## config.mk

```make
export PLATFORM = sky130hd
export DESIGN_NAME = utf8_stream_validator_top
export DESIGN_NICKNAME = d
export VERILOG_FILES = /design/src/sv/utf8v_pkg.sv /design/src/sv/utf8_stream_validator_top.sv /design/src/sv/utf8v_decode.sv
export SDC_FILE = /design/constraint.sdc
export NUM_CORES = 1
export LEC_CHECK = 0
export ABC_CLOCK_PERIOD_IN_PS = 4700
export BUFFER_PORTS_ARGS = -buffer_cell sky130_fd_sc_hd__buf_2
export CAP_MARGIN = 20
export CORE_AREA = 2 2 76 78
export DETAILED_ROUTE_END_ITERATION = 16
export DIE_AREA = 0 0 78 80
export GPL_TIMING_DRIVEN = 0
export PLACE_DENSITY = 0.76
export SLEW_MARGIN = 20
export SYNTH_ARGS = -nofsm -noshare
export SYNTH_HDL_FRONTEND = slang
export SYNTH_SLANG_ARGS = --single-unit
```

## constraint.sdc

```tcl
create_clock -name clock -period 4.7 [get_ports clock]
set_input_delay 0.47 -clock clock [delete_from_list [all_inputs] [get_ports clock]]
set_output_delay 0.47 -clock clock [all_outputs]
set_load 0.005 [all_outputs]
```

## src/sv/utf8v_pkg.sv

```systemverilog
// ----------------------------------------------------------------------------
// utf8v_pkg
// Types and constants shared by the UTF-8 stream validator modules.
// ----------------------------------------------------------------------------
package utf8v_pkg;

   // Error codes reported with every result item
   typedef enum logic [2:0] {
      ERR_OK        = 3'd0,
      ERR_BAD_LEAD  = 3'd1,
      ERR_BAD_CONT  = 3'd2,
      ERR_OVERLONG  = 3'd3,
      ERR_TOO_LARGE = 3'd4,
      ERR_SURROGATE = 3'd5,
      ERR_TRUNCATED = 3'd6
   } err_type;

   // Code point boundaries
   localparam logic [20:0] MIN_TWO_BYTE   = 21'h00080;
   localparam logic [20:0] MIN_THREE_BYTE = 21'h00800;
   localparam logic [20:0] MIN_FOUR_BYTE  = 21'h10000;
   localparam logic [20:0] MAX_BMP        = 21'h0FFFF;
   localparam logic [20:0] MAX_UNICODE    = 21'h10FFFF;
   localparam logic [20:0] SURR_LOW       = 21'h0D800;
   localparam logic [20:0] SURR_HIGH      = 21'h0DFFF;

   // Sequence lengths
   localparam logic [2:0] LEN_ONE   = 3'd1;
   localparam logic [2:0] LEN_TWO   = 3'd2;
   localparam logic [2:0] LEN_THREE = 3'd3;
   localparam logic [2:0] LEN_FOUR  = 3'd4;

   // Continuation byte tag in the two top bits
   localparam logic [1:0] CONT_TAG = 2'b10;

   // Decoder state carried between items
   typedef struct packed {
      logic [1:0]  pending;
      logic [2:0]  seq_len;
      logic [20:0] partial;
   } state_type;

   // One result item
   typedef struct packed {
      logic        char_done;
      logic [20:0] codepoint;
      logic [2:0]  seq_length;
      err_type     error_code;
   } result_type;

endpackage

```

## src/sv/utf8_stream_validator_top.sv

```systemverilog
// ----------------------------------------------------------------------------
// utf8_stream_validator_top
// UTF-8 byte stream decoder and validator, one byte per item.
// ----------------------------------------------------------------------------
// Usage:
//   req channel: one raw byte per item in req_tdata, req_tlast on the final
//   byte of a stream. rsp channel: exactly one item per input byte, with
//   rsp_tuser high when that byte completed a valid character, and the code
//   point, its length and an error code in rsp_tdata.
//   csr channel: one write sets bmp_only; write it only while the block is
//   idle. csr_ready is always high.
// Timing:
//   Two register stages: an input register, then the decode step into the
//   result register, which takes the decoded byte once it is free. One byte
//   per cycle is sustained while rsp_tready stays high; the decode state
//   loop closes through the step and the state register.
// Reset:
//   Synchronous reset empties both stages, clears the open sequence and
//   sets bmp_only to 0.
// Stall:
//   When rsp_tready is low the result holds; an empty input register still
//   takes one more byte, after which req_tready drops until the result moves.
// ----------------------------------------------------------------------------
module utf8_stream_validator_top (
   input  logic        clock,
   input  logic        reset,
   // input stream
   input  logic        req_tvalid,
   output logic        req_tready,
   input  logic [7:0]  req_tdata,   // [7:0] byte_value
   input  logic        req_tlast,   // end_of_stream
   // result stream
   output logic        rsp_tvalid,
   input  logic        rsp_tready,
   output logic [31:0] rsp_tdata,   // [20:0] codepoint, [23:21] seq_length,
                                    // [26:24] error_code, [31:27] zero
   output logic        rsp_tuser,   // char_done
   // configuration
   input  logic        csr_valid,
   output logic        csr_ready,
   input  logic        csr_data     // bmp_only
);

   logic                  bmp_only_ff;
   logic                  in_valid_ff;
   logic [7:0]            in_byte_ff;
   logic                  in_last_ff;
   logic                  out_valid_ff;
   utf8v_pkg::result_type out_result_ff;
   utf8v_pkg::state_type  state_ff;
   utf8v_pkg::state_type  state_in;
   utf8v_pkg::result_type result_in;
   logic                  out_free;
   logic                  step_fire;
   logic                  req_fire;

   // Handshake
   assign out_free   = !out_valid_ff || rsp_tready;
   assign step_fire  = in_valid_ff && out_free;
   assign req_tready = !in_valid_ff || out_free;
   assign req_fire   = req_tvalid && req_tready;
   assign csr_ready  = 1'b1;

   // Configuration register
   always_ff @(posedge clock) begin
      if (reset) begin
         bmp_only_ff <= 1'b0;
      end else if (csr_valid) begin
         bmp_only_ff <= csr_data;
      end
   end

   // Input register
   always_ff @(posedge clock) begin
      if (reset) begin
         in_valid_ff <= 1'b0;
      end else if (req_tready) begin
         in_valid_ff <= req_tvalid;
      end
   end

   always_ff @(posedge clock) begin
      if (req_fire) begin
         in_byte_ff <= req_tdata;
         in_last_ff <= req_tlast;
      end
   end

   // Decode step
   utf8v_decode u_decode (
      .bmp_only      (bmp_only_ff),
      .byte_value    (in_byte_ff),
      .end_of_stream (in_last_ff),
      .state         (state_ff),
      .state_next    (state_in),
      .result        (result_in)
   );

   // Advance the sequence state
   always_ff @(posedge clock) begin
      if (reset) begin
         state_ff <= '0;
      end else if (step_fire) begin
         state_ff <= state_in;
      end
   end

   // Result register
   always_ff @(posedge clock) begin
      if (reset) begin
         out_valid_ff <= 1'b0;
      end else if (out_free) begin
         out_valid_ff <= in_valid_ff;
      end
   end

   always_ff @(posedge clock) begin
      if (step_fire) begin
         out_result_ff <= result_in;
      end
   end

   // Drive the result channel
   assign rsp_tvalid = out_valid_ff;
   assign rsp_tuser  = out_result_ff.char_done;
   assign rsp_tdata  = {5'd0, out_result_ff.error_code, out_result_ff.seq_length,
                        out_result_ff.codepoint};

`ifndef NO_ASSERTIONS
   // A completed character carries no error and a real length
   assert property (@(posedge clock) disable iff (reset)
      (out_valid_ff && out_result_ff.char_done) |->
         (out_result_ff.error_code == utf8v_pkg::ERR_OK &&
          out_result_ff.seq_length != 3'd0))
      else $error("completed character with error or zero length");

   // No character means zero code point and zero length
   assert property (@(posedge clock) disable iff (reset)
      (out_valid_ff && !out_result_ff.char_done) |->
         (out_result_ff.codepoint == 21'd0 && out_result_ff.seq_length == 3'd0))
      else $error("stale code point on result without character");

   // The state is empty after the last byte of a stream
   assert property (@(posedge clock) disable iff (reset)
      (step_fire && in_last_ff) |=> (state_ff == '0))
      else $error("sequence left open after end of stream");

   // An open sequence always has more bytes in total than still pending
   assert property (@(posedge clock) disable iff (reset)
      (state_ff.pending != 2'd0) |-> (state_ff.seq_len > {1'b0, state_ff.pending}))
      else $error("pending count inconsistent with sequence length");
`endif

endmodule

```

## src/sv/utf8v_decode.sv

```systemverilog
// ----------------------------------------------------------------------------
// utf8v_decode
// One UTF-8 decode step: current state and one byte in, next state and one
// result out. Purely combinational.
// ----------------------------------------------------------------------------
module utf8v_decode (
   input  logic                  bmp_only,
   input  logic [7:0]            byte_value,
   input  logic                  end_of_stream,
   input  utf8v_pkg::state_type  state,
   output utf8v_pkg::state_type  state_next,
   output utf8v_pkg::result_type result
);

   logic [20:0]        shifted;
   utf8v_pkg::err_type check_err;

   // Append six payload bits of a continuation byte
   assign shifted = {state.partial[14:0], byte_value[5:0]};

   // Check a finished value: overlong, then too large, then surrogate
   always_comb begin
      check_err = utf8v_pkg::ERR_OK;
      if ((state.seq_len == utf8v_pkg::LEN_TWO   && shifted < utf8v_pkg::MIN_TWO_BYTE)   ||
          (state.seq_len == utf8v_pkg::LEN_THREE && shifted < utf8v_pkg::MIN_THREE_BYTE) ||
          (state.seq_len == utf8v_pkg::LEN_FOUR  && shifted < utf8v_pkg::MIN_FOUR_BYTE)) begin
         check_err = utf8v_pkg::ERR_OVERLONG;
      end else if (shifted > utf8v_pkg::MAX_UNICODE ||
                   (bmp_only && shifted > utf8v_pkg::MAX_BMP)) begin
         check_err = utf8v_pkg::ERR_TOO_LARGE;
      end else if (shifted >= utf8v_pkg::SURR_LOW && shifted <= utf8v_pkg::SURR_HIGH) begin
         check_err = utf8v_pkg::ERR_SURROGATE;
      end
   end

   // Step the sequence
   always_comb begin
      state_next        = state;
      result            = '0;
      result.error_code = utf8v_pkg::ERR_OK;
      if (state.pending == 2'd0) begin
         // Decode a lead byte
         unique case (byte_value) inside
            8'b0???????: begin
               result.char_done  = 1'b1;
               result.codepoint  = {13'd0, byte_value};
               result.seq_length = utf8v_pkg::LEN_ONE;
            end
            8'b110?????: begin
               state_next.seq_len = utf8v_pkg::LEN_TWO;
               state_next.pending = 2'd1;
               state_next.partial = {16'd0, byte_value[4:0]};
            end
            8'b1110????: begin
               state_next.seq_len = utf8v_pkg::LEN_THREE;
               state_next.pending = 2'd2;
               state_next.partial = {17'd0, byte_value[3:0]};
            end
            8'b11110???: begin
               state_next.seq_len = utf8v_pkg::LEN_FOUR;
               state_next.pending = 2'd3;
               state_next.partial = {18'd0, byte_value[2:0]};
            end
            default: begin
               result.error_code = utf8v_pkg::ERR_BAD_LEAD;
            end
         endcase
      end else if (byte_value[7:6] != utf8v_pkg::CONT_TAG) begin
         // Drop the byte and the open sequence
         result.error_code = utf8v_pkg::ERR_BAD_CONT;
         state_next        = '0;
      end else begin
         // Gather a continuation byte
         state_next.partial = shifted;
         state_next.pending = state.pending - 2'd1;
         if (state.pending == 2'd1) begin
            result.error_code = check_err;
            if (check_err == utf8v_pkg::ERR_OK) begin
               result.char_done  = 1'b1;
               result.codepoint  = shifted;
               result.seq_length = state.seq_len;
            end
            state_next = '0;
         end
      end

      // Stream ended with a sequence still open
      if (end_of_stream && state_next.pending != 2'd0) begin
         result.error_code = utf8v_pkg::ERR_TRUNCATED;
         state_next        = '0;
      end
   end

endmodule

```

# Yosys cells after proc, flatten, opt, wreduce, memory -nomap -nowiden
# Index checks and enable logic that the tools add are counted.
# word_totals
n_memories,0
elab_cells,67
input_bits,15
mem_bits_rw,0
latchBits,0
register_bits,60
output_inout_bits,36
mem_bits_ro,0
# op_classes
mul,0
n_shift,0
n_reduce_logical,22
div,0
bitwise,1
eq_ne,9
add_sub_neg,1
order_cmp,7
n_mux,15
# ops
op,n
26-bit two-way mux,4
26-bit one-hot mux with 3 select lines,1
25-bit two-way mux,3
28-bit two-way mux,2
21-bit by 16-bit >= comparator with 1-bit output (second input constant),1
21-bit by 16-bit > comparator with 1-bit output (second input constant),1
21-bit > comparator (second input constant),1
21-bit by 16-bit <= comparator with 1-bit output (second input constant),1
21-bit by 12-bit less-than comparator with 1-bit output (second input constant),1
21-bit by 17-bit less-than comparator with 1-bit output (second input constant),1
21-bit by 8-bit less-than comparator with 1-bit output (second input constant),1
3-bit two-way mux,4
1-bit logical AND,8
3-bit by 2-bit == test with 1-bit output (second input constant),2
3-bit == test (second input constant),2
5-bit == test (second input constant),1
1-bit logical OR,5
5-bit != test (second input constant),1
4-bit == test (second input constant),1
4-bit nonzero test,1
4-bit OR reduction,1
3-bit logical NOT,1
3-bit AND reduction,1
2-bit by 1-bit == test with 1-bit output (second input constant),1
8 further kinds,9

# Longest topological paths before layout
# Gate-level depths: netlist (run 1).
# depth
depth_word,10
depth_mapped,9
mapped_depth_nobuf,7

# Modules after synthesis
# A second synthesis (run 1) with hierarchy kept.
# hier_totals
cells_unflattened,324
area_unflattened_um2,3387.0
# by_module_without_submodules
module,instances,area_per_inst_um2,cells_per_inst,seq_area_each_um2
utf8_stream_validator_top,1,2448.6,171,1691.6
utf8v_decode,1,938.4,153,0.0

# Least setup slack after synthesis (run 1)
# Ideal clock, no wire load.
# synth_path
path_kind,in2reg
startpoint,in rsp_tready
endpoint,reg state_ff[10] (netlist bit)
t_required_ns,4.628
arrival_time_ns,2.140
setup_ns,0.072
setup_slack_ns,2.489
stages,7
n_path_buf,1
path_cell_list,nand2b_1 -> nand2_1 -> inv_1 -> o21ai_1 -> a31oi_4 -> buf_12 -> mux2i_1
# synth_between
elab_chain_len,3
# synth_rtl
element,line,source
start: declaration,utf8_stream_validator_top.sv:34,"input logic rsp_tready,"
1-bit logical OR,utf8_stream_validator_top.sv:58,assign out_free = !out_valid_ff || rsp_tready;
1-bit logical AND,utf8_stream_validator_top.sv:59,assign step_fire = in_valid_ff && out_free;
via step_fire,utf8_stream_validator_top.sv:54,logic step_fire;
2-bit AND reduction (no source line),n/a,
end signal: assignment,utf8_stream_validator_top.sv:104,state_ff <= state_in;
end: declaration,utf8_stream_validator_top.sv:50,utf8v_pkg::state_type state_ff;
# The timed path passes the listed nets, and every way through them passes these cells.
# A chain may end at the register's enable or synchronous reset.

# Worst setup path after layout (run 1)
# layout_path
startpoint,reg state_ff[24] (netlist bit)
endpoint,reg state_ff[10] (netlist bit)
# layout_between
elab_chain_len,8
elab_cells_between_ends,12
classes_between,1 x add/sub; 2 x eq/ne; 5 x mux; 4 x reduce/logical
# layout_rtl
element,line,source
2-bit by 1-bit subtractor with 2-bit output or 2-bit by 1-bit == test with 1-bit output (tied branches),"utf8v_decode.sv:75, utf8v_decode.sv:76",
26-bit two-way mux,utf8v_decode.sv:76,if (state.pending == 2'd1) begin
26-bit two-way mux,utf8v_decode.sv:68,end else if (byte_value[7:6] != utf8v_pkg::CONT_TAG) begin
26-bit two-way mux,utf8v_decode.sv:41,if (state.pending == 2'd0) begin
2-bit nonzero test,utf8v_decode.sv:88,if (end_of_stream && state_next.pending != 2'd0) begin
1-bit logical AND,utf8v_decode.sv:88,
5-bit != test (no source line),n/a,
2-bit AND reduction (no source line),n/a,
# Parallel ways exist; a longest one is shown, timed or not. The select of a mux whose other input is x is not followed.

==> impl_table.tex, run 1 <==
\begin{tabular}{lr}
\hline
Metric & Value \\
\hline
\multicolumn{2}{l}{\textbf{Setup path}} \\
Startpoint type of the worst setup path & flip-flop \\
Path type of the worst setup path & flip-flop to flip-flop \\
Critical path data arrival time & $\sim$2.7 ns \\
Worst path required time & between 4 and 5 ns \\
Max FO, Critical Path & 10 \\
Endpoint kind of the worst setup timing path & flip-flop \\
\multicolumn{2}{l}{\textbf{Place}} \\
Placer's final routability congestion estimate & between 0.9 and 1 \\
Port Buffers & 44 \\
Post-detailed-placement half-perimeter wirelength & roughly 3800 um \\
Setup Slack @ Placement & between 1.5 and 2 ns \\
\multicolumn{2}{l}{\textbf{Logic synthesis}} \\
Library cell with the highest instance count after synthesis & sky130\_fd\_sc\_hd\_\_edfxtp\_1 \\
Part of the Yosys area used for sequential elements & 0.549 \\
EDFF count, synth & 37 \\
Async set or reset register ratio after synthesis & 0 \\
Largest area contributor in the synthesized netlist & sky130\_fd\_sc\_hd\_\_edfxtp\_1 \\
Largest cells by area after synthesis & sky130\_fd\_sc\_hd\_\_edfxtp\_1, sky130\_fd\_sc\_hd\_\_dfxtp\_1, sky130\_fd\_sc\_hd\_\_and2\_1 \\
Avg Synthesized Cell Area & 11.1 um\^{}2 \\
Count of state elements after synthesis & 60 \\
Commonest cells post-synth & sky130\_fd\_sc\_hd\_\_edfxtp\_1, sky130\_fd\_sc\_hd\_\_nand2\_1, sky130\_fd\_sc\_hd\_\_dfxtp\_1 \\
Top FF cell, synth & sky130\_fd\_sc\_hd\_\_edfxtp\_1 \\
Number of warnings reported in the yosys synthesis log & 0 \\
Synthesized netlist cell count & 258 \\
Count of distinct cell types in the synthesized netlist & 54 \\
Synth top area share & 0.388 \\
Post-synthesis cell area & between 0.002 and 0.003 mm\^{}2 \\
\multicolumn{2}{l}{\textbf{Floorplan}} \\
I/O pin count & 51 \\
Die footprint & around 0.0062 mm\^{}2 \\
Placeable Area & 0.00541 mm\^{}2 \\
Die X & $\sim$78 um \\
Die outline height & around 80 um \\
Initial core utilization & 0.529 \\
Cell row count & 27 \\
\multicolumn{2}{l}{\textbf{Detailed routing}} \\
Vias post-DR & between 2000 and 2500 \\
Remaining design rule violation count & 0 \\
Antenna-violating nets left & 0 \\
Iteration-0 DRC Markers & $\sim$160 \\
TritonRoute pass-1 iters & 4 \\
Detailed-route wire length & around 5400 um \\
Wire length per cell & 13.8 um \\
Vias per cell & roughly 5.3 \\
\multicolumn{2}{l}{\textbf{STA}} \\
Setup clock skew after layout & between 0.006 and 0.007 ns \\
Max Fclk & between 0.4 and 0.5 GHz \\
Transition time at the pin with the least slew margin & around 0.64 ns \\
Tcrit/Tclk final & 0.515 \\
Minimum clock period after layout & 2.42 ns \\
Final-report max-slew violation count & 0 \\
Post-route setup slack & 2.28 ns \\
Final-report hold violation count & 0 \\
Total Negative Setup Slacks & 0 ns \\
RSZ-0062 raised after global routing & false \\
Setup violation total in the final timing report & 0 \\
Relative slew slack & 0.574 \\
\multicolumn{2}{l}{\textbf{Pwr}} \\
Switching power as a share of total power & 0.231 \\
Total power after layout & 1.06 mW \\
Reported leakage power & 1.25 nW \\
Reg power frac & 0.552 \\
Worst-case vdd ir drop & roughly 0.21 mV \\
Power density normalized to cell area & between 300 and 400 mW/mm\^{}2 \\
Net Switching & about 0.25 mW \\
Design internal power & roughly 0.8 mW \\
Share of total power in combinational logic & 0.086 \\
Clock group share of total power & 0.363 \\
\multicolumn{2}{l}{\textbf{Clock network}} \\
Count of clock tree sinks & 60 \\
Clock root cell & sky130\_fd\_sc\_hd\_\_clkbuf\_8 \\
Resized cells post-CTS & 0 \\
Clock buffers created by TritonCTS & 9 \\
CTS tree & done \\
Clock edge transition at the registers on the reported setup and hold paths & approximately 0.060 ns \\
Latest clock arrival within the worst-skew pair & about 0.34 ns \\
Deepest clock path buffer count & 2 \\
Buffers inserted by post-CTS timing repair & 0 \\
Hold buffer count at CTS & 0 \\
Number of H-tree branching levels & 3 \\
\multicolumn{2}{l}{\textbf{Finish}} \\
Share of layout cells above drive strength 1 & 0.255 \\
Layout Area Growth over Synthesis & 16.9\% \\
Net count, final & 334 \\
Fill cells & roughly 480 \\
Antenna diode count & 0 \\
\multicolumn{2}{l}{\textbf{Global routing}} \\
Maximum number of pins on one net before global-route repair & 31 \\
Number of antenna violations at the first check in global routing & 0 \\
Global-route usage over all layers & 0.189 \\
Number of global-route vias before repair & between 1500 and 2000 \\
Global-route wire length before repair & between 8000 and 9000 um \\
Remaining Overflow, GRT & 0 \\
\multicolumn{2}{l}{\textbf{Min path}} \\
Class of the most critical hold timing path & primary input to flip-flop \\
\multicolumn{2}{l}{\textbf{Status}} \\
Run status & finished, final reports clean \\
\multicolumn{2}{l}{\textbf{Flow run}} \\
Max-capacitance violation count & 0 \\
\hline
\end{tabular}
[area by class of cell]
class / count / area [um^2] / share of cell area
well taps: 72 / 90.1 / 0.0269
repair buffers: 44 / 220 / 0.0658
multi-input cells: 169 / 1120 / 0.335
flip-flops and latches: 60 / 1570 / 0.470
inverters: 16 / 60.1 / 0.0180
plain buffers: 17 / 123 / 0.0367
clock inverters: 3 / 13.8 / 0.00412
clock buffers: 12 / 145 / 0.0434
[worst paths after layout]
kind,from,slack [ns],cells after the start,to
hold reg to reg,state_ff[25]$_SDFFE_PP0P_,0.45,2,state_ff[25]$_SDFFE_PP0P_
hold / removal,req_tdata[6],0.31,1,in_byte_ff[6]$_DFFE_PP_
setup reg to reg,state_ff[24]$_SDFFE_PP0P_,2.28,9,state_ff[10]$_SDFFE_PP0P_
setup / recovery,state_ff[24]$_SDFFE_PP0P_,2.28,9,state_ff[10]$_SDFFE_PP0P_
[cell families (layout without fill, tap and decap cells)]
group,after synthesis,after routing,synth area share
simple gates,95,95,0.190
flops,60,60,0.549
compound gates,55,55,0.147
buf+inv,33,92,0.0639
mux,11,11,0.0385
fa+ha+maj,2,2,0.00875
other cells,2,6,0.00263
[power groups by stage]
stage	combinational, mW	sequential [mW]	clock, mW
after floorplan	0.0596	0.598	0
after global placement	0.0893	0.597	0
after detailed placement	0.0904	0.597	0
after CTS	0.0907	0.586	0.391
after global routing	0.101	0.587	0.415
final	0.0910	0.586	0.385
[sequential cells by signal (all words and copies together) (netlist names)]
name         count
bmp_only_ff      1
in_byte_ff       8
in_last_ff       1
in_valid_ff      1
rsp_tdata       27
rsp_tuser        1
rsp_tvalid       1
state_ff        20
[stage by stage]
stage	utilization	hold slack, ns	cells	instance area [um^2]
2_1_floorplan	-	0.432	262	2880
3_3_place_gp	0.589	0.443	378	3190
3_5_place_dp	0.589	0.447	378	3190
4_1_cts	0.619	0.295	393	3340
5_1_grt	0.619	0.291	393	3340
6_report	0.619	0.306	393	3340
[cells in the final DEF, fill, tap and decap left out, types with 2 or more instances in the layout]
master	instances
sky130_fd_sc_hd__a21oi_1	8
sky130_fd_sc_hd__a21oi_2	3
sky130_fd_sc_hd__a311oi_1	2
sky130_fd_sc_hd__a31oi_1	4
sky130_fd_sc_hd__and2_1	18
sky130_fd_sc_hd__and3_1	3
sky130_fd_sc_hd__buf_2	48
sky130_fd_sc_hd__buf_4	8
sky130_fd_sc_hd__clkbuf_1	5
sky130_fd_sc_hd__clkbuf_8	10
sky130_fd_sc_hd__clkinv_2	2
sky130_fd_sc_hd__conb_1	6
sky130_fd_sc_hd__dfxtp_1	23
sky130_fd_sc_hd__edfxtp_1	37
sky130_fd_sc_hd__ha_1	2
sky130_fd_sc_hd__inv_1	15
sky130_fd_sc_hd__mux2i_1	11
sky130_fd_sc_hd__nand2_1	25
sky130_fd_sc_hd__nand2b_1	11
sky130_fd_sc_hd__nand3_1	5
sky130_fd_sc_hd__nand4_1	2
sky130_fd_sc_hd__nor2_1	7
sky130_fd_sc_hd__nor2b_1	5
sky130_fd_sc_hd__nor3_1	2
sky130_fd_sc_hd__nor4_1	5
sky130_fd_sc_hd__o211ai_1	2
sky130_fd_sc_hd__o21a_1	7
sky130_fd_sc_hd__o21ai_0	6
sky130_fd_sc_hd__o21ai_2	2
sky130_fd_sc_hd__o31ai_1	2
sky130_fd_sc_hd__o32ai_1	7
sky130_fd_sc_hd__or3_1	2
[metal layers]
| layer | share of wire | GRT usage |
|---|---|---|
| met1 | 0.44 | 0.224 |
| met2 | 0.49 | 0.307 |
| met3 | 0.055 | 0.0566 |
| met4 | 0.020 | 0.107 |
| met5 | 0 | 0 |
[worst max-delay path: stages (launching register included)]
cell and delay, ns:
sky130_fd_sc_hd__dfxtp_1 0.46, sky130_fd_sc_hd__inv_1 0.10, sky130_fd_sc_hd__ha_1 0.22, sky130_fd_sc_hd__buf_6 0.14, sky130_fd_sc_hd__or4b_4 0.55, sky130_fd_sc_hd__nor2_4 0.12, sky130_fd_sc_hd__a21oi_2 0.08, sky130_fd_sc_hd__a31oi_4 0.30
sky130_fd_sc_hd__buf_12 0.19, sky130_fd_sc_hd__mux2i_1 0.20
No activity file was read; power rests on OpenSTA's default activity.
==> inputs of run 2 (changes only) <==
--- a/config.mk
+++ b/config.mk
@@ -5,14 +5,14 @@
 export SDC_FILE = /design/constraint.sdc
 export NUM_CORES = 1
 export LEC_CHECK = 0
-export ABC_CLOCK_PERIOD_IN_PS = 4700
+export ABC_CLOCK_PERIOD_IN_PS = 2100
 export BUFFER_PORTS_ARGS = -buffer_cell sky130_fd_sc_hd__buf_2
 export CAP_MARGIN = 20
-export CORE_AREA = 2 2 76 78
+export CORE_AREA = 2 2 79 81
 export DETAILED_ROUTE_END_ITERATION = 16
-export DIE_AREA = 0 0 78 80
+export DIE_AREA = 0 0 81 83
 export GPL_TIMING_DRIVEN = 0
-export PLACE_DENSITY = 0.76
+export PLACE_DENSITY = 0.74
 export SLEW_MARGIN = 20
 export SYNTH_ARGS = -nofsm -noshare
 export SYNTH_HDL_FRONTEND = slang
==> constraint.sdc (replaced) <==
create_clock -name clock -period 2.1 [get_ports clock]
set_input_delay 0.21 -clock clock [delete_from_list [all_inputs] [get_ports clock]]
set_output_delay 0.21 -clock clock [all_outputs]
set_load 0.005 [all_outputs]
==> impl_table.tex, run 2 (synthesized netlist as in run 1, its figures left out) <==
\begin{tabular}{lr}
\hline
Metric & Value \\
\hline
\multicolumn{2}{l}{\textbf{Setup path}} \\
Slowest cell on the critical path & sky130\_fd\_sc\_hd\_\_or4b\_4 \\
Startpoint type of the worst setup path & flip-flop \\
Max FO, Critical Path & 8 (-2) \\
Path type of the worst setup path & flip-flop to flip-flop \\
Worst path required time & 2.20 ns (-2.76 ns) \\
Critical Path Source & state\_ff[24]\$\_SDFFE\_PP0P\_ \\
Critical path buffer and inverter count & 2 (-1) \\
Endpoint kind of the worst setup timing path & flip-flop \\
Critical Path Max Stage Delay & 0.55 ns (about the same) \\
Critical path data arrival time & 2.17 ns (-0.51 ns) \\
Family of cells with the greatest summed delay on the critical path & simple AND/OR/NAND/NOR gates \\
Worst reg2reg startpoint & state\_ff[24]\$\_SDFFE\_PP0P\_ \\
Cells along the critical path & inv\_4, ha\_4, or4b\_4, nor2\_4, a21oi\_4, buf\_6, a31o\_4, o21a\_1 \\
\multicolumn{2}{l}{\textbf{Pwr}} \\
Clock group share of total power & 0.405 (+0.042) \\
Worst-case vdd ir drop & 0.443 mV (+110\%) \\
Net Switching & 0.601 mW (+140\%) \\
Reported leakage power & 1.34 nW (+6.9\%) \\
Share of total power in combinational logic & 0.093 (+0.007) \\
Reg power frac & 0.502 (-0.050) \\
Power density normalized to cell area & 728 mW/mm\^{}2 (+130\%) \\
Design internal power & 2.01 mW (+150\%) \\
Total power after layout & 2.61 mW (+150\%) \\
Switching power as a share of total power & 0.230 (-0.00111) \\
\multicolumn{2}{l}{\textbf{Detailed routing}} \\
Wire length per cell & 15.2 um (+10\%) \\
Vias per cell & 5.36 (+1.7\%) \\
Remaining design rule violation count & 0 (unchanged) \\
Antenna-violating nets left & 0 (unchanged) \\
Iteration-0 DRC Markers & 239 (+50\%) \\
Detailed-route wire length & 6230 um (+15\%) \\
Vias post-DR & 2192 (+5.8\%) \\
TritonRoute pass-1 iters & 4 (unchanged) \\
\multicolumn{2}{l}{\textbf{Finish}} \\
Sequential cell area & 0.00158 mm\^{}2 (+0.32\%) \\
Leading cell type in the layout, fill and taps excluded & sky130\_fd\_sc\_hd\_\_buf\_2 \\
Layout Area Growth over Synthesis & 25.2\% \\
Non-filler instance count after layout & 409 (+4.1\%) \\
Share of layout cells above drive strength 1 & 0.317 (+0.0619) \\
Antenna diode count & 0 (unchanged) \\
Non-Filler Cell Area, Final & 0.00358 mm\^{}2 (+7.1\%) \\
Flip-flop count of the largest register, all copies and words added & 27 (unchanged) \\
Multi-input combinational cell area & 0.00118 mm\^{}2 (+5.6\%) \\
Net count, final & 346 (+3.6\%) \\
Most used cells in the layout excluding fill and tap cells & sky130\_fd\_sc\_hd\_\_buf\_2, sky130\_fd\_sc\_hd\_\_edfxtp\_1, sky130\_fd\_sc\_hd\_\_nand2\_1 \\
Fill cells & 509 (+6.7\%) \\
\multicolumn{2}{l}{\textbf{Floorplan}} \\
Cell row count & 28 (+3.7\%) \\
Die outline height & 83 um (+3.8\%) \\
Initial core utilization & 0.492 (-0.0373) \\
Die X & 81 um (+3.8\%) \\
Die footprint & 0.00672 mm\^{}2 (+7.7\%) \\
I/O pin count & 51 (unchanged) \\
Placeable Area & 0.00582 mm\^{}2 (+7.6\%) \\
\multicolumn{2}{l}{\textbf{Clock network}} \\
Clock edge transition at the registers on the reported setup and hold paths & 0.06 ns (about the same) \\
Count of clock tree sinks & 60 (unchanged) \\
Latest clock arrival within the worst-skew pair & 0.34 ns (about the same) \\
Deepest clock path buffer count & 2 (unchanged) \\
CTS tree & done \\
Clock root cell & sky130\_fd\_sc\_hd\_\_clkbuf\_8 \\
Clock buffers created by TritonCTS & 9 (unchanged) \\
Hold buffer count at CTS & 0 (unchanged) \\
Number of H-tree branching levels & 3 (unchanged) \\
\multicolumn{2}{l}{\textbf{STA}} \\
Transition time at the pin with the least slew margin & 0.649 ns (+0.0117 ns) \\
Relative slew slack & 0.565 (-0.00958) \\
Setup clock skew after layout & 0.00745 ns (+0.00141 ns) \\
Tightest hold margin & 0.0412 ns (-0.265 ns) \\
Tcrit/Tclk final & 0.989 (+0.473) \\
Max Fclk & 0.482 GHz (+17\%) \\
Setup violation total in the final timing report & 0 (unchanged) \\
Final-report max-slew violation count & 0 (unchanged) \\
Minimum clock period after layout & 2.08 ns (-0.346 ns) \\
RSZ-0062 raised after global routing & true \\
Final-report hold violation count & 0 (unchanged) \\
Total Negative Setup Slacks & 0 ns (unchanged) \\
\multicolumn{2}{l}{\textbf{Global routing}} \\
Maximum number of pins on one net before global-route repair & 16 (-48\%) \\
Number of antenna violations at the first check in global routing & 0 (unchanged) \\
Global-route wire length before repair & 9720 um (+10\%) \\
Global-route usage over all layers & 0.191 (+0.00166) \\
Remaining Overflow, GRT & 0 (unchanged) \\
Number of global-route vias before repair & 2016 (+5.5\%) \\
\multicolumn{2}{l}{\textbf{Status}} \\
Run status & finished, final reports clean \\
\multicolumn{2}{l}{\textbf{Flow run}} \\
Max-capacitance violation count & 0 (unchanged) \\
\multicolumn{2}{l}{\textbf{Min path}} \\
Class of the most critical hold timing path & primary input to flip-flop \\
Origin of the worst min-delay path & req\_tlast \\
\multicolumn{2}{l}{\textbf{Place}} \\
Post-detailed-placement half-perimeter wirelength & 4030 um (+5.7\%) \\
Area post-placement & 0.00322 mm\^{}2 (+0.94\%) \\
Cells after DPL & 381 (+0.79\%) \\
Port Buffers & 44 (unchanged) \\
Placer's final routability congestion estimate & 0.873 (-3.7\%) \\
\hline
\end{tabular}
-- run 2: changes by cell type in the layout (fill, tap and decap cells not counted), moves of 2 or more --
cell,change
sky130_fd_sc_hd__buf_12,+2
sky130_fd_sc_hd__ha_1,-2
sky130_fd_sc_hd__dfxtp_1,-2
sky130_fd_sc_hd__buf_4,+8
sky130_fd_sc_hd__a21oi_4,+2
sky130_fd_sc_hd__inv_1,-2
-- run 2: power by group through the flow --
stage | sequential (mW) | clock, mW | combinational, mW
6_report | 1.31 | 1.06 | 0.242
5_1_grt | 1.31 | 1.11 | 0.266
4_1_cts | 1.31 | 1.06 | 0.234
3_5_place_dp | 1.34 | 0 | 0.211
3_3_place_gp | 1.34 | 0 | 0.208
2_1_floorplan | 1.34 | 0 | 0.136
-- run 2: layer usage --
layer / vias up / global-route usage / wire (um)
li1: 1071 / - / -
met5: - / 0 / 0
met4: 0 / 0.102 / 87
met1: 1038 / 0.252 / 2680
met3: 11 / 0.0446 / 335
met2: 72 / 0.287 / 3130
-- run 2: worst paths after layout --
check | end | slack (ns) | depth (start not counted)
worst max register to register | rsp_tdata[24]$_SDFFCE_PN0P_ | 0.02 | 8
worst max-delay path | rsp_tdata[24]$_SDFFCE_PN0P_ | 0.02 | 8
worst min-delay path | in_last_ff$_DFFE_PP_ | 0.04 | 1
worst min register to register | state_ff[25]$_SDFFE_PP0P_ | 0.46 | 2
-- run 2: area by class of cell --
class	count	area share
well taps	75	0.0262
multi-input cells	169	0.330
plain buffers	15	0.0255
clock buffers	12	0.0433
repair inverters	1	0.00140
inverters	16	0.0185
flip-flops and latches	60	0.440
repair buffers	57	0.101
clock inverters	4	0.0133
-- run 2: metrics by stage --
stage	utilization	setup WS, ns
after floorplan	-	-0.0267
after global placement	0.553	-0.330
after detailed placement	0.553	-0.474
after CTS	0.606	0.00172
after global routing	0.616	-0.0558
final	0.616	0.0235
-- run 2: repair_timing --
item                                   CTS  global route
resized for setup                        5             9
setup endpoints to repair               39            39
endpoints found under the hold margin    0             0
gates cloned                             2             0
pin swaps                                4             5
buffers inserted                         7             6
==> inputs of run 3 (changes only) <==
--- a/config.mk
+++ b/config.mk
@@ -8,9 +8,9 @@
 export ABC_CLOCK_PERIOD_IN_PS = 2100
 export BUFFER_PORTS_ARGS = -buffer_cell sky130_fd_sc_hd__buf_2
 export CAP_MARGIN = 20
-export CORE_AREA = 2 2 79 81
+export CORE_AREA = 2 2 110 59
 export DETAILED_ROUTE_END_ITERATION = 16
-export DIE_AREA = 0 0 81 83
+export DIE_AREA = 0 0 112 61
 export GPL_TIMING_DRIVEN = 0
 export PLACE_DENSITY = 0.74
 export SLEW_MARGIN = 20
==> impl_table.tex, run 3 (synthesized netlist as in run 1, its figures left out) <==
\begin{tabular}{lr}
\hline
Metric & Value \\
\hline
\multicolumn{2}{l}{\textbf{Status}} \\
Run status & finished, final reports clean \\
\multicolumn{2}{l}{\textbf{Clock network}} \\
Deepest clock path buffer count & 2 (unchanged) \\
Hold buffer count at CTS & 0 (unchanged) \\
Count of clock tree sinks & 60 (unchanged) \\
Clock root cell & sky130\_fd\_sc\_hd\_\_clkbuf\_16 \\
Clock edge transition at the registers on the reported setup and hold paths & 0.06 ns (about the same) \\
Number of H-tree branching levels & 3 (unchanged) \\
CTS tree & done \\
Clock buffers created by TritonCTS & 9 (unchanged) \\
Latest clock arrival within the worst-skew pair & 0.33 ns (about the same) \\
\multicolumn{2}{l}{\textbf{Setup path}} \\
Critical Path Max Stage Delay & 0.55 ns (about the same) \\
Flop-to-flop setup slack & 0.0001 ns (-0.02 ns) \\
Path type of the worst setup path & flip-flop to flip-flop \\
Worst reg2reg startpoint & state\_ff[24]\$\_SDFFE\_PP0P\_ \\
Critical path buffer and inverter count & 3 (+1) \\
Levels on crit path & 9 (+1) \\
Critical path destination & state\_ff[6]\$\_SDFFE\_PP0P\_ \\
Endpoint of the most critical register-to-register path & state\_ff[6]\$\_SDFFE\_PP0P\_ \\
Cells along the critical path & inv\_4, ha\_4, or4b\_4, nor2\_4, a21oi\_4, a31oi\_4, buf\_6, buf\_16, mux2i\_1 \\
Startpoint type of the worst setup path & flip-flop \\
Max FO, Critical Path & 7 (-1) \\
Endpoint kind of the worst setup timing path & flip-flop \\
Worst path required time & 2.36 ns (+0.16 ns) \\
Slowest cell on the critical path & sky130\_fd\_sc\_hd\_\_or4b\_4 \\
Critical path data arrival time & 2.36 ns (+0.19 ns) \\
Family of cells with the greatest summed delay on the critical path & simple AND/OR/NAND/NOR gates \\
Critical Path Source & state\_ff[24]\$\_SDFFE\_PP0P\_ \\
Worst-case reg-to-reg path depth & 9 (+1) \\
\multicolumn{2}{l}{\textbf{Detailed routing}} \\
TritonRoute pass-1 iters & 4 (unchanged) \\
Detailed-route wire length & 6770 um (+8.7\%) \\
Vias per cell & 5.37 (+0.15\%) \\
Vias post-DR & 2206 (+0.64\%) \\
Remaining design rule violation count & 0 (unchanged) \\
Antenna-violating nets left & 0 (unchanged) \\
Wire length per cell & 16.5 um (+8.2\%) \\
Iteration-0 DRC Markers & 223 (-6.7\%) \\
\multicolumn{2}{l}{\textbf{Finish}} \\
Share of layout cells above drive strength 1 & 0.320 (+0.00299) \\
Most used cells in the layout excluding fill and tap cells & sky130\_fd\_sc\_hd\_\_buf\_2, sky130\_fd\_sc\_hd\_\_edfxtp\_1, sky130\_fd\_sc\_hd\_\_nand2\_1 \\
Leading cell type in the layout, fill and taps excluded & sky130\_fd\_sc\_hd\_\_buf\_2 \\
Non-filler instance count after layout & 411 (+0.49\%) \\
Layout Area Growth over Synthesis & 28.3\% \\
Flip-flop count of the largest register, all copies and words added & 27 (unchanged) \\
Antenna diode count & 0 (unchanged) \\
Net count, final & 346 (unchanged) \\
\multicolumn{2}{l}{\textbf{STA}} \\
Setup violation total in the final timing report & 0 (unchanged) \\
Relative slew slack & 0.610 (+0.0453) \\
Tightest hold margin & 0.0478 ns (+0.00665 ns) \\
Tcrit/Tclk final & 1.00 (+0.0111) \\
Transition time at the pin with the least slew margin & 0.583 ns (-0.0665 ns) \\
Minimum clock period after layout & 2.10 ns (+0.0233 ns) \\
RSZ-0062 raised after global routing & true \\
Final-report max-slew violation count & 0 (unchanged) \\
Setup clock skew after layout & 0.00737 ns (-0.0000818 ns) \\
Max Fclk & 0.476 GHz (-1.1\%) \\
Final-report hold violation count & 0 (unchanged) \\
\multicolumn{2}{l}{\textbf{Floorplan}} \\
Cell row count & 20 (-29\%) \\
Placeable Area & 0.00586 mm\^{}2 (+0.69\%) \\
Initial core utilization & 0.488 (-0.00336) \\
I/O pin count & 51 (unchanged) \\
Die footprint & 0.00683 mm\^{}2 (+1.6\%) \\
Die outline height & 61 um (-27\%) \\
Die X & 112 um (+38\%) \\
\multicolumn{2}{l}{\textbf{Pwr}} \\
Power density normalized to cell area & 816 mW/mm\^{}2 (+12\%) \\
Worst-case vdd ir drop & 0.509 mV (+15\%) \\
Reported leakage power & 1.37 nW (+2.5\%) \\
\multicolumn{2}{l}{\textbf{Place}} \\
Cells after DPL & 383 (+0.52\%) \\
Placer's final routability congestion estimate & 0.920 (+5.4\%) \\
Port Buffers & 44 (unchanged) \\
Post-detailed-placement half-perimeter wirelength & 4480 um (+11\%) \\
\multicolumn{2}{l}{\textbf{Global routing}} \\
Global-route wire length before repair & 10600 um (+9.4\%) \\
Number of antenna violations at the first check in global routing & 0 (unchanged) \\
Maximum number of pins on one net before global-route repair & 16 (unchanged) \\
Number of global-route vias before repair & 2037 (+1.0\%) \\
Remaining Overflow, GRT & 0 (unchanged) \\
Global-route usage over all layers & 0.214 (+0.0236) \\
\multicolumn{2}{l}{\textbf{Min path}} \\
Class of the most critical hold timing path & primary input to flip-flop \\
\multicolumn{2}{l}{\textbf{Flow run}} \\
Max-capacitance violation count & 0 (unchanged) \\
\hline
\end{tabular}
==> run 3: worst min-delay path by stage <==
stage | startpoint | end | slack [ns] | depth (start not counted)
after global placement | req_tdata[4] | in_byte_ff[4]$_DFFE_PP_ | 0.39 | 1
after CTS | req_tdata[4] | in_byte_ff[4]$_DFFE_PP_ | 0.04 | 1
after floorplan | req_tdata[0] | in_byte_ff[0]$_DFFE_PP_ | 0.31 | 0
after detailed placement | req_tdata[2] | in_byte_ff[2]$_DFFE_PP_ | 0.39 | 1
after global routing | req_tdata[4] | in_byte_ff[4]$_DFFE_PP_ | 0.04 | 1
final | req_tdata[4] | in_byte_ff[4]$_DFFE_PP_ | 0.05 | 1
==> run 3: area by class of cell <==
| type | count | area [um^2] |
|---|---|---|
| buffer | 16 | 111 |
| clock buffer | 9 | 225 |
| clock inverter | 7 | 67.6 |
| fill | 471 | 2180 |
| inverter | 16 | 68.8 |
| multi-input combinational | 169 | 1170 |
| sequential | 60 | 1580 |
| tap | 77 | 96.3 |
| timing repair buffer | 56 | 350 |
| timing repair inverter | 1 | 7.51 |
==> run 3: what timing repair did <==
item / 4_1_cts / 5_1_grt
gates resized for setup: 8 / 7
gates cloned: 2 / 0
setup endpoints to repair: 40 / 39
pin swaps: 4 / 5
setup buffers: 6 / 5
==> run 3: routing by layer <==
layer | part of all wire | global-route usage
met2 | 0.37 | 0.281
met5 | 0 | 0
met3 | 0.11 | 0.0939
met1 | 0.51 | 0.322
met4 | 0.0086 | 0.0488
==> run 3: through the flow <==
stage | worst slack (ns) | area [um^2] | util | setup TNS (ns) | total power, mW
detailed placement | -0.410 | 3220 | 0.550 | -6.51 | 1.55
CTS | 0.00139 | 3610 | 0.616 | 0 | 3.02
finish | 0.000143 | 3670 | 0.627 | 0 | 3.00
global route | -0.0630 | 3670 | 0.627 | -0.601 | 3.10
floorplan | -0.0267 | 2900 | - | -0.267 | 1.47
global placement | -0.377 | 3220 | 0.550 | -5.98 | 1.55
==> run 3: power breakdown <==
part / internal, mW / leakage (nW) / switching (mW)
Sequential: 1.29 / 0.541 / 0.0217
Combinational: 0.104 / 0.688 / 0.138
Clock: 0.910 / 0.139 / 0.528
